--- config.mk ---
export PLATFORM = sky130hd
export DESIGN_NAME = rrwm_ctrl
export DESIGN_NICKNAME = d
export VERILOG_FILES = /design/src/design/rrwm_pkg.sv /design/src/design/rrwm_ctrl.sv
export SDC_FILE = /design/constraint.sdc
export NUM_CORES = 1
export LEC_CHECK = 0
export ABC_AREA = 1
export BUFFER_PORTS_ARGS = -buffer_cell sky130_fd_sc_hd__buf_2
export CORE_AREA = 2 2 39 41
export CTS_CLUSTER_DIAMETER = 100
export DETAILED_ROUTE_END_ITERATION = 7
export DIE_AREA = 0 0 41 43
export MAX_ROUTING_LAYER = met4
export SLEW_MARGIN = 15
export SYNTH_ARGS = -nofsm -noshare
export SYNTH_HDL_FRONTEND = slang
export SYNTH_SLANG_ARGS = --single-unit
export TNS_END_PERCENT = 30
--- constraint.sdc ---
create_clock -name clk -period 2.55 [get_ports clk]
set_input_delay 0.255 -clock clk [delete_from_list [all_inputs] [get_ports clk]]
set_output_delay 0.255 -clock clk [all_outputs]
set_load 0.02 [all_outputs]
--- src/design/rrwm_pkg.sv ---
package rrwm_pkg;

  localparam logic [1:0] ACT_NONE = 2'd0;
  localparam logic [1:0] ACT_NEW  = 2'd1;
  localparam logic [1:0] ACT_DEL  = 2'd2;

  localparam logic [2:0] REG_WINDOW    = 3'd0;
  localparam logic [2:0] REG_THRESHOLD = 3'd1;
  localparam logic [2:0] REG_DELAY     = 3'd2;
  localparam logic [2:0] REG_ID_COUNT  = 3'd3;
  localparam logic [2:0] REG_ID_BASE   = 3'd4;

  localparam int BYTES_W = 48;
  localparam int TIME_W  = 32;
  localparam int ID_W    = 17;
  localparam int CFG_W   = 17;

  // Commands from the controller to the datapath.
  typedef struct packed {
    logic load;       // register the input item
    logic rd;         // rule record read state
    logic cap;        // capture rule state, saturate bytes
    logic div_start;  // start the window divider
    logic div_step;   // one quotient bit
    logic mul;        // form both products
    logic decide;     // compare and pick the action
    logic scan_rd;    // read the id bit at the scan pointer
    logic scan_chk;   // examine the returned id bit
    logic commit;     // write rule and id state, present the result
    logic clr;        // clear pass step
  } rrwm_cmd_t;

  typedef struct packed {
    logic div_done;
    logic want_alloc;   // NEW with allocation enabled
    logic scan_done;
    logic clr_done;
  } rrwm_sts_t;

endpackage

--- src/design/rrwm_ctrl.sv ---
module rrwm_ctrl (
  input  logic               clk,
  input  logic               rst,
  input  logic               start,
  output logic               busy,
  output rrwm_pkg::rrwm_cmd_t cmd,
  input  rrwm_pkg::rrwm_sts_t sts
);
  localparam logic [3:0] S_CLEAR = 4'd0;
  localparam logic [3:0] S_IDLE  = 4'd1;
  localparam logic [3:0] S_READ  = 4'd2;
  localparam logic [3:0] S_CAP   = 4'd3;
  localparam logic [3:0] S_DIV   = 4'd4;
  localparam logic [3:0] S_MUL   = 4'd5;
  localparam logic [3:0] S_DEC   = 4'd6;
  localparam logic [3:0] S_SRD   = 4'd7;
  localparam logic [3:0] S_SCHK  = 4'd8;
  localparam logic [3:0] S_COMMIT = 4'd9;
  localparam logic [3:0] S_SWAIT = 4'd10;

  logic [3:0] state, state_next;

  always_ff @(posedge clk) begin
    if (rst) begin
      state <= S_CLEAR;
    end else begin
      state <= state_next;
    end
  end

  assign busy = (state != S_IDLE);

  always_comb begin
    cmd = '0;
    state_next = state;
    unique case (state)
      S_CLEAR: begin
        cmd.clr = 1'b1;
        if (sts.clr_done) state_next = S_IDLE;
      end
      S_IDLE: begin
        if (start) begin
          cmd.load = 1'b1;
          state_next = S_READ;
        end
      end
      S_READ: begin
        cmd.rd = 1'b1;
        state_next = S_CAP;
      end
      S_CAP: begin
        cmd.cap = 1'b1;
        cmd.div_start = 1'b1;
        state_next = S_DIV;
      end
      S_DIV: begin
        cmd.div_step = 1'b1;
        if (sts.div_done) state_next = S_MUL;
      end
      S_MUL: begin
        cmd.mul = 1'b1;
        state_next = S_DEC;
      end
      S_DEC: begin
        cmd.decide = 1'b1;
        state_next = sts.want_alloc ? S_SRD : S_COMMIT;
      end
      S_SRD: begin
        cmd.scan_rd = 1'b1;
        state_next = S_SWAIT;
      end
      S_SWAIT: begin
        state_next = S_SCHK;
      end
      S_SCHK: begin
        cmd.scan_chk = 1'b1;
        state_next = sts.scan_done ? S_COMMIT : S_SRD;
      end
      S_COMMIT: begin
        cmd.commit = 1'b1;
        state_next = S_IDLE;
      end
      default: state_next = S_IDLE;
    endcase
  end
endmodule

==> results.py, run 1 <==
metrics = {
    "timing": {
        "slew_headroom_pct": 83.5,
        "setup_viol": 0,
        "rsz0062_at_grt": "false",
        "max_freq_ghz": 0.687,
        "fin_crit_sh_pct": 57.1,
        "fin_setup_tns_ns": 0,
        "finalHoldViolations": 0,
        "skew_ns": 0.00277,
        "period_minus_slack_ns": 1.46,
        "tightest_slew_ns": 0.248,
        "drv_slew": 0,
    },
    "layout": {
        "nets": 94,
        "drive_gt1_share_pct": 32.9,
        "fin_cells": 101,
        "area_delta_synth_final_pct": 36.1,
        "antenna_cells": 0,
        "reg_top3": "state x4",
        "regMostFlops": "state",
        "largest_register_ffs": 4,
    },
    "detailed_routing": {
        "vias": 429,
        "drt-total-wl_um": 829,
        "first_pass_iters": 4,
        "initialDrtViolationCount": 11,
        "drtAntennaViolNets": 0,
        "via_per_inst": 4.25,
        "wl_per_cell_um": 8.21,
        "drc": 0,
    },
    "clock_tree": {
        "clockRootBuffer": "clkbuf_4",
        "path_clk_slew_ns": 0.04,
        "worstSkewPairLatency_ns": 0.24,
        "cts_tree": "yes",
        "cts_resized": 0,
        "postCtsSetupBuffers": 0,
        "htree_levels": 1,
        "cts_buffers": 3,
        "clockBufferDepth": 2,
        "clkSinkCount": 4,
        "holdBufCountCts": 0,
    },
    "pwr": {
        "ir_drop_v": 0.000269,
        "clkPwrFrac_pct": 32.9,
        "sequentialPowerShare_pct": 31.4,
        "cellPowerDensity_mw_per_mm2": 508,
        "switching_share_pct": 37.7,
        "internal_power_mw": 0.149,
        "power.leakage_nw": 0.305,
        "p_comb_share_pct": 35.7,
        "p_switching_mw": 0.0903,
    },
    "run": {
        "drv_cap": 0,
    },
    "worst_setup_path": {
        "critPathLaunch": "state[1]",
        "end_kind": "primary output",
        "endpoint": "cmd[7]",
        "crit_fanout": 7,
        "reg2reg_to": "state[1]",
        "rr_worst_depth": 7,
        "worstPathRequired_ns": 2.30,
        "r2r_setup_slack_ns": 1.46,
        "crit_type": "flop to primary output",
        "cp.arrival_ns": 1.20,
        "startpoint_type": "flop",
        "r2r-start": "state[1]",
    },
    "synthesis": {
        "async_flop_share_pct": 0,
        "ys_seq_elements": 4,
        "synth.distinct_cells": 15,
        "synth_top_area_share_pct": 23.1,
        "synth_edf_count": 0,
        "synth_area_um2": 347,
        "yosys-top-cells-area": "dfxtp_1 23%, nor2_1 17%, nand2_1 16%",
        "ys_seq_area_share_pct": 23.1,
        "syn-instance-count": 65,
        "synthMostInstantiatedCell": "nor2_1",
        "syn-num-nets": 72,
        "synth_top_cell_by_area": "dfxtp_1",
        "ys.flop_type": "dfxtp_1",
        "synth_common_cells": "16 x nor2_1, 15 x nand2_1, 12 x inv_1, 4 x dfxtp_1, 4 x nand3_1",
        "avgSynthCellArea_um2": 5.33,
        "yosys_warnings": 0,
    },
    "grt": {
        "grt_pass1_vias": 369,
        "grt_remaining_overflow": 0,
        "grt_pass1_wl_mm": 1.37,
        "grt_start_max_net_pins": 8,
        "track_usage_pct": 11.8,
        "antenna_found_initial": 0,
    },
    "floorplan": {
        "initial_core_util_pct": 25.0,
        "rows": 14,
        "die_y_um": 43,
        "die_area_mm2": 0.00176,
        "pin_count": 19,
        "die_x_um": 41,
        "coreArea_mm2": 0.00138,
    },
    "placed_design": {
        "gp_congestion": 0.766,
        "numPortBuffers": 18,
        "dp.cells": 98,
        "hpwlAfterDp_um": 721,
    },
    "run_status": {
        "status": "complete, no violations",
    },
    "worst_hold_path": {
        "hold_class": "input port to flop",
    },
}
power groups by stage:
| stage | Sequential (mW) | Clock, mW | Combinational, mW |
|---|---|---|---|
| floorplan | 0.0743 | 0 | 0.0630 |
| global placement | 0.0754 | 0 | 0.0860 |
| detailed placement | 0.0759 | 0 | 0.0866 |
| CTS | 0.0749 | 0.0831 | 0.0868 |
| global route | 0.0759 | 0.0901 | 0.0971 |
| finish | 0.0752 | 0.0788 | 0.0855 |
cell type report:
type	instances	area, µm²
fill	167	912
timing repair buffer	18	90.1
clock buffer	3	22.5
tap	16	20.0
inverter	15	56.3
sequential	4	80.1
multi-input combinational	45	203
cell usage in the layout, fill, tap and decap left out, drive strengths merged, types with 2 or more instances in the layout:
cell,n
nor2,19
o21ai,2
nand3,4
nand2,16
clkbuf,3
buf,18
dfxtp,4
inv,15
cells by family after synthesis:
family,count (synthesis),share of synthesized area [%]
DFF,4,23.1
and+or+nand+nor,40,50.2
buffers and inverters,16,18.4
AOI/OAI and AO/OA,5,8.30
how the worst min path moves through the flow:
stage / start / to / cells past startpoint
after global placement: rst / state[1] / 2
after global routing: rst / state[3] / 2
after floorplan: rst / state[3] / 1
final: rst / state[3] / 2
after detailed placement: rst / state[3] / 2
after CTS: rst / state[3] / 2
critical path, cell delays in order (launching register included):
cell and delay, ns:
dfxtp_1 0.45, inv_1 0.09, nor2_1 0.13, nand2_1 0.08, inv_1 0.06, buf_2 0.15
per-layer routing:
layer	routed length, µm	global-route usage (%)
met1	347	12.9
met2	420	18.8
met3	61	6.28
met4	0	2.00
met5	0	-
per-stage QoR:
stage	util (%)	setup slack (ns)	total power, mW	hold slack (ns)	cell area (µm²)
detailed placement	32.5	1.34	0.162	0.467	449
finish	34.1	1.09	0.239	0.223	472
global route	34.1	0.938	0.263	0.227	472
global placement	32.5	1.36	0.161	0.467	449
floorplan	-	1.23	0.137	0.324	347
CTS	34.1	1.08	0.245	0.220	472
Power figures use the tool's default switching activity.
==> run 2: changes to the inputs <==
- clock period: 2.55 -> 1.5 ns (I/O delays scaled with it)
==> run 2 against run 1 <==
Net effect: critical path depth is the same; combinational power increased by 72%; die area is the same; global-route usage fell by 0.10 points.
==> results.py, run 2 (synthesis results as in run 1) <==
metrics = {
    "worst_setup_path": {
        "cpMaxStageDelayCell": "dfxtp_1",
        "crit_top_cell": "nor2_1",
        "cpPeakStageDelay_ns": 0.38,
        "cp.arrival_ns": 1.17,
        "path_buf_inv": 2,
        "crit_family": "flip-flops",
        "startpoint_type": "flop",
        "worstPathRequired_ns": 1.35,
        "end_kind": "primary output",
        "path_cells": "inv_2 -> nor2_1 -> nand2_1 -> nor2_1 -> buf_2",
        "crit_type": "flop to primary output",
        "crit_fanout": 4,
    },
    "detailed_routing": {
        "drc": 0,
        "drtAntennaViolNets": 0,
        "first_pass_iters": 4,
        "via_per_inst": 4.17,
        "route.met2.wl_um": 426,
        "highest_layer": "met3",
        "wl_per_cell_um": 8.39,
        "wl_met1_um": 363,
        "initialDrtViolationCount": 8,
        "vias": 421,
        "drt-total-wl_um": 847,
        "wl_met3_um": 58,
    },
    "layout": {
        "largest_register_ffs": 4,
        "n_fill_cell": 165,
        "drive_gt1_share_pct": 34.1,
        "antenna_cells": 0,
        "nets": 94,
        "fin_cells": 101,
        "regMostFlops": "state",
        "final_common_cell": "buf_2",
        "area_delta_synth_final_pct": 36.5,
        "final_cell_mix": "18 x buf_2, 16 x nor2_1, 15 x nand2_1, 12 x inv_1, 4 x nand3_1",
        "finalInstanceArea_um2": 473,
        "reg_top3": "state x4",
        "final_util_pct": 34.2,
    },
    "placed_design": {
        "placed_cell_area_um2": 449,
        "dp.cells": 98,
        "hpwlAfterDp_um": 714,
        "place_ws_ns": 0.385,
        "numPortBuffers": 18,
        "gp_congestion": 0.765,
    },
    "floorplan": {
        "die_y_um": 43,
        "pin_count": 19,
        "coreArea_mm2": 0.00138,
        "initial_core_util_pct": 25.0,
        "die_area_mm2": 0.00176,
        "die_x_um": 41,
        "rows": 14,
    },
    "timing": {
        "period_minus_slack_ns": 1.32,
        "rsz0062_at_grt": "false",
        "tightest_slew_ns": 0.229,
        "slew_headroom_pct": 84.6,
        "setup_viol": 0,
        "skew_ns": 0.00342,
        "fin_setup_tns_ns": 0,
        "finalHoldViolations": 0,
        "setup_ws_ns": 0.181,
        "holdWs_ns": 0.111,
        "max_freq_ghz": 0.758,
        "drv_slew": 0,
        "fin_crit_sh_pct": 87.9,
    },
    "clock_tree": {
        "htree_levels": 1,
        "holdBufCountCts": 0,
        "clkSinkCount": 4,
        "path_clk_slew_ns": 0.03,
        "cts_buffers": 3,
        "cts_tree": "yes",
        "clockRootBuffer": "clkbuf_4",
        "clockBufferDepth": 2,
        "worstSkewPairLatency_ns": 0.24,
    },
    "grt": {
        "track_usage_pct": 11.7,
        "antenna_found_initial": 0,
        "grt_pass1_vias": 363,
        "grt_start_max_net_pins": 8,
        "grt_remaining_overflow": 0,
        "grt_pass1_wl_mm": 1.37,
    },
    "worst_hold_path": {
        "hold_class": "input port to flop",
    },
    "pwr": {
        "power.leakage_nw": 0.306,
        "cellPowerDensity_mw_per_mm2": 866,
        "fin_total_pwr_mw": 0.409,
        "ir_drop_v": 0.000451,
    },
    "run_status": {
        "status": "complete, no violations",
    },
    "run": {
        "drv_cap": 0,
    },
}
run 2: cell count changes in the layout (fill, tap and decap cells not counted):
cell,delta
dfxtp_2,+1
dfxtp_1,-1
run 2: layer usage:
metal  vias to the layer above  track usage [%]
li1                        235                -
met1                       174             13.5
met2                        12             17.8
met3                         0             6.28
met4                         0             2.00
met5                         -                -
run 2: final timing paths:
path / from / end / slack [ns] / cells past startpoint
setup / recovery: state[0] / cmd[10] / 0.18 / 5
hold / removal: rst / state[1] / 0.11 / 2
setup reg to reg: state[2] / state[1] / 0.46 / 6
hold reg to reg: state[0] / state[3] / 0.58 / 2
run 2: where the power goes:
part,switching [mW],internal [mW]
Clock,0.0446,0.0895
Sequential,0.0122,0.116
Combinational,0.0982,0.0487
Total,0.155,0.254
run 2: area by class of cell:
cell class | instances | area, µm² | area share [%]
clock buffer | 3 | 22.5 | 4.76
inverter | 15 | 56.3 | 11.9
multi-input combinational | 45 | 203 | 42.9
sequential | 4 | 81.3 | 17.2
tap | 16 | 20.0 | 4.23
timing repair buffer | 18 | 90.1 | 19.0
run 2: repair_timing:
action	in CTS	in global routing
endpoints found under the setup margin	0	2
setup buffers	0	0
gates resized for setup	0	1
run 2: worst reg2reg max path, delay by kind of cell, from the launching register on:
| family | cells | cell delay [ns] |
|---|---|---|
| DFF | 1 | 0.38 |
| and+or+nand+nor | 6 | 0.60 |
==> run 3: changes to the inputs <==
- REMOVE_ABC_BUFFERS: unset -> 1
==> run 3 against run 2 <==
Net effect: clock-buffer cell count did not move; core utilization decreased by 0.090 points; cell area fell by 0.26%; critical path type unchanged; largest cell class unchanged; largest power group unchanged; highest routed layer is now met4.
==> results.py, run 3 (synthesis results as in run 1) <==
metrics = {
    "worst_setup_path": {
        "crit_fanout": 4,
        "reg2reg_to": "state[1]",
        "path_cells": "inv_2 -> nor2_1 -> nand2_1 -> nor2_1 -> buf_2",
        "cpPeakStageDelay_ns": 0.38,
        "rr_worst_depth": 7,
        "crit_type": "flop to primary output",
        "path_buf_inv": 2,
        "cp.arrival_ns": 1.22,
        "crit_family": "flip-flops",
        "startpoint_type": "flop",
        "crit_top_cell": "nor2_1",
        "r2r_setup_slack_ns": 0.40,
        "cpMaxStageDelayCell": "dfxtp_1",
        "end_kind": "primary output",
        "r2r-start": "state[1]",
        "worstPathRequired_ns": 1.35,
    },
    "pwr": {
        "switching_share_pct": 38.4,
        "clkPwrFrac_pct": 33.5,
        "p_switching_mw": 0.158,
        "power.leakage_nw": 0.305,
        "sequentialPowerShare_pct": 31.1,
        "cellPowerDensity_mw_per_mm2": 873,
        "p_comb_share_pct": 35.5,
        "internal_power_mw": 0.254,
        "ir_drop_v": 0.000631,
    },
    "timing": {
        "holdWs_ns": 0.110,
        "fin_crit_sh_pct": 91.5,
        "tightest_slew_ns": 0.243,
        "rsz0062_at_grt": "false",
        "setup_viol": 0,
        "fin_setup_tns_ns": 0,
        "drv_slew": 0,
        "slew_headroom_pct": 83.8,
        "max_freq_ghz": 0.728,
        "skew_ns": 0.00712,
        "finalHoldViolations": 0,
        "period_minus_slack_ns": 1.37,
    },
    "layout": {
        "final_cell_mix": "18 x buf_2, 16 x nor2_1, 15 x nand2_1, 12 x inv_1",
        "final_util_pct": 34.1,
        "drive_gt1_share_pct": 32.9,
        "n_fill_cell": 169,
        "regMostFlops": "state",
        "multi_input_area_um2": 203,
        "area_delta_synth_final_pct": 36.1,
        "antenna_cells": 0,
        "reg_top3": "state x4",
        "nets": 94,
        "largest_register_ffs": 4,
        "regArea_um2": 80.1,
        "finalInstanceArea_um2": 472,
        "final_common_cell": "buf_2",
    },
    "clock_tree": {
        "postCtsSetupBuffers": 0,
        "clkSinkCount": 4,
        "holdBufCountCts": 0,
        "cts_resized": 0,
        "cts_tree": "yes",
        "clockBufferDepth": 2,
        "path_clk_slew_ns": 0.04,
        "clockRootBuffer": "clkbuf_4",
        "worstSkewPairLatency_ns": 0.24,
        "htree_levels": 1,
        "cts_buffers": 3,
    },
    "worst_hold_path": {
        "hold_class": "input port to flop",
        "min-delay-start": "rst",
        "holdPathEnd": "state[3]",
        "hold_path_depth": 2,
    },
    "placed_design": {
        "hpwlAfterDp_um": 721,
        "gp_congestion": 0.742,
        "placed_cell_area_um2": 449,
        "numPortBuffers": 18,
    },
    "floorplan": {
        "rows": 14,
        "die_y_um": 43,
        "die_area_mm2": 0.00176,
        "pin_count": 19,
        "initial_core_util_pct": 25.0,
        "die_x_um": 41,
        "coreArea_mm2": 0.00138,
    },
    "detailed_routing": {
        "drt-total-wl_um": 848,
        "initialDrtViolationCount": 5,
        "vias": 433,
        "drtAntennaViolNets": 0,
        "via_per_inst": 4.29,
        "first_pass_iters": 4,
        "wl_per_cell_um": 8.40,
        "drc": 0,
    },
    "run": {
        "drv_cap": 0,
    },
    "grt": {
        "track_usage_pct": 12.9,
        "grt_use_met1_pct": 13.4,
        "grtUsageMet3_pct": 6.28,
        "grt_start_max_net_pins": 8,
        "grt_pass1_wl_mm": 1.45,
        "grt_remaining_overflow": 0,
        "antenna_found_initial": 0,
        "grt_pass1_vias": 393,
        "grt.busiest_layer": "met2",
        "met2_usage_pct": 18.8,
    },
    "run_status": {
        "status": "complete, no violations",
    },
}
run 3: per-layer routing:
layer / wire [µm] / vias up
met5: 0 / -
met4: 25 / 0
met3: 71 / 4
met2: 390 / 15
met1: 360 / 179
li1: - / 235
run 3: power groups by stage:
stage / clock (mW) / combinational (mW) / sequential [mW]
5_1_grt: 0.149 / 0.171 / 0.129
4_1_cts: 0.142 / 0.148 / 0.128
3_3_place_gp: 0 / 0.147 / 0.129
2_1_floorplan: 0 / 0.105 / 0.126
6_report: 0.138 / 0.146 / 0.128
3_5_place_dp: 0 / 0.148 / 0.129
run 3: worst max path at each step:
stage | slack, ns | cells after the start | to | startpoint
CTS | 0.12 | 5 | cmd[10] | state[0]
floorplan | 0.29 | 4 | cmd[10] | state[0]
global route | 0.007 | 5 | cmd[10] | state[0]
global placement | 0.38 | 5 | cmd[10] | state[0]
detailed placement | 0.38 | 5 | cmd[10] | state[0]
finish | 0.13 | 5 | cmd[10] | state[0]
run 3: worst register-to-register path, delay by kind of cell (launching register included):
kind / cells / cell delay [ns]
flip-flops: 1 / 0.44
AND/OR/NAND/NOR: 6 / 0.46
buffers and inverters: 1 / 0.09
run 3: cell type report:
| class | count | share of cell area (%) |
|---|---|---|
| Sequential cell | 4 | 17.0 |
| Timing Repair Buffer | 18 | 19.1 |
| Clock buffer | 3 | 4.77 |
| Multi-Input combinational cell | 45 | 43.0 |
| Tap cell | 16 | 4.24 |
| Inverter | 15 | 11.9 |
run 3: through the flow:
step,power [mW],std cells,worst slack [ns]
2_1_floorplan,0.232,64,0.288
3_3_place_gp,0.276,98,0.385
3_5_place_dp,0.277,98,0.378
4_1_cts,0.418,101,0.117
5_1_grt,0.449,101,0.00702
6_report,0.412,101,0.127
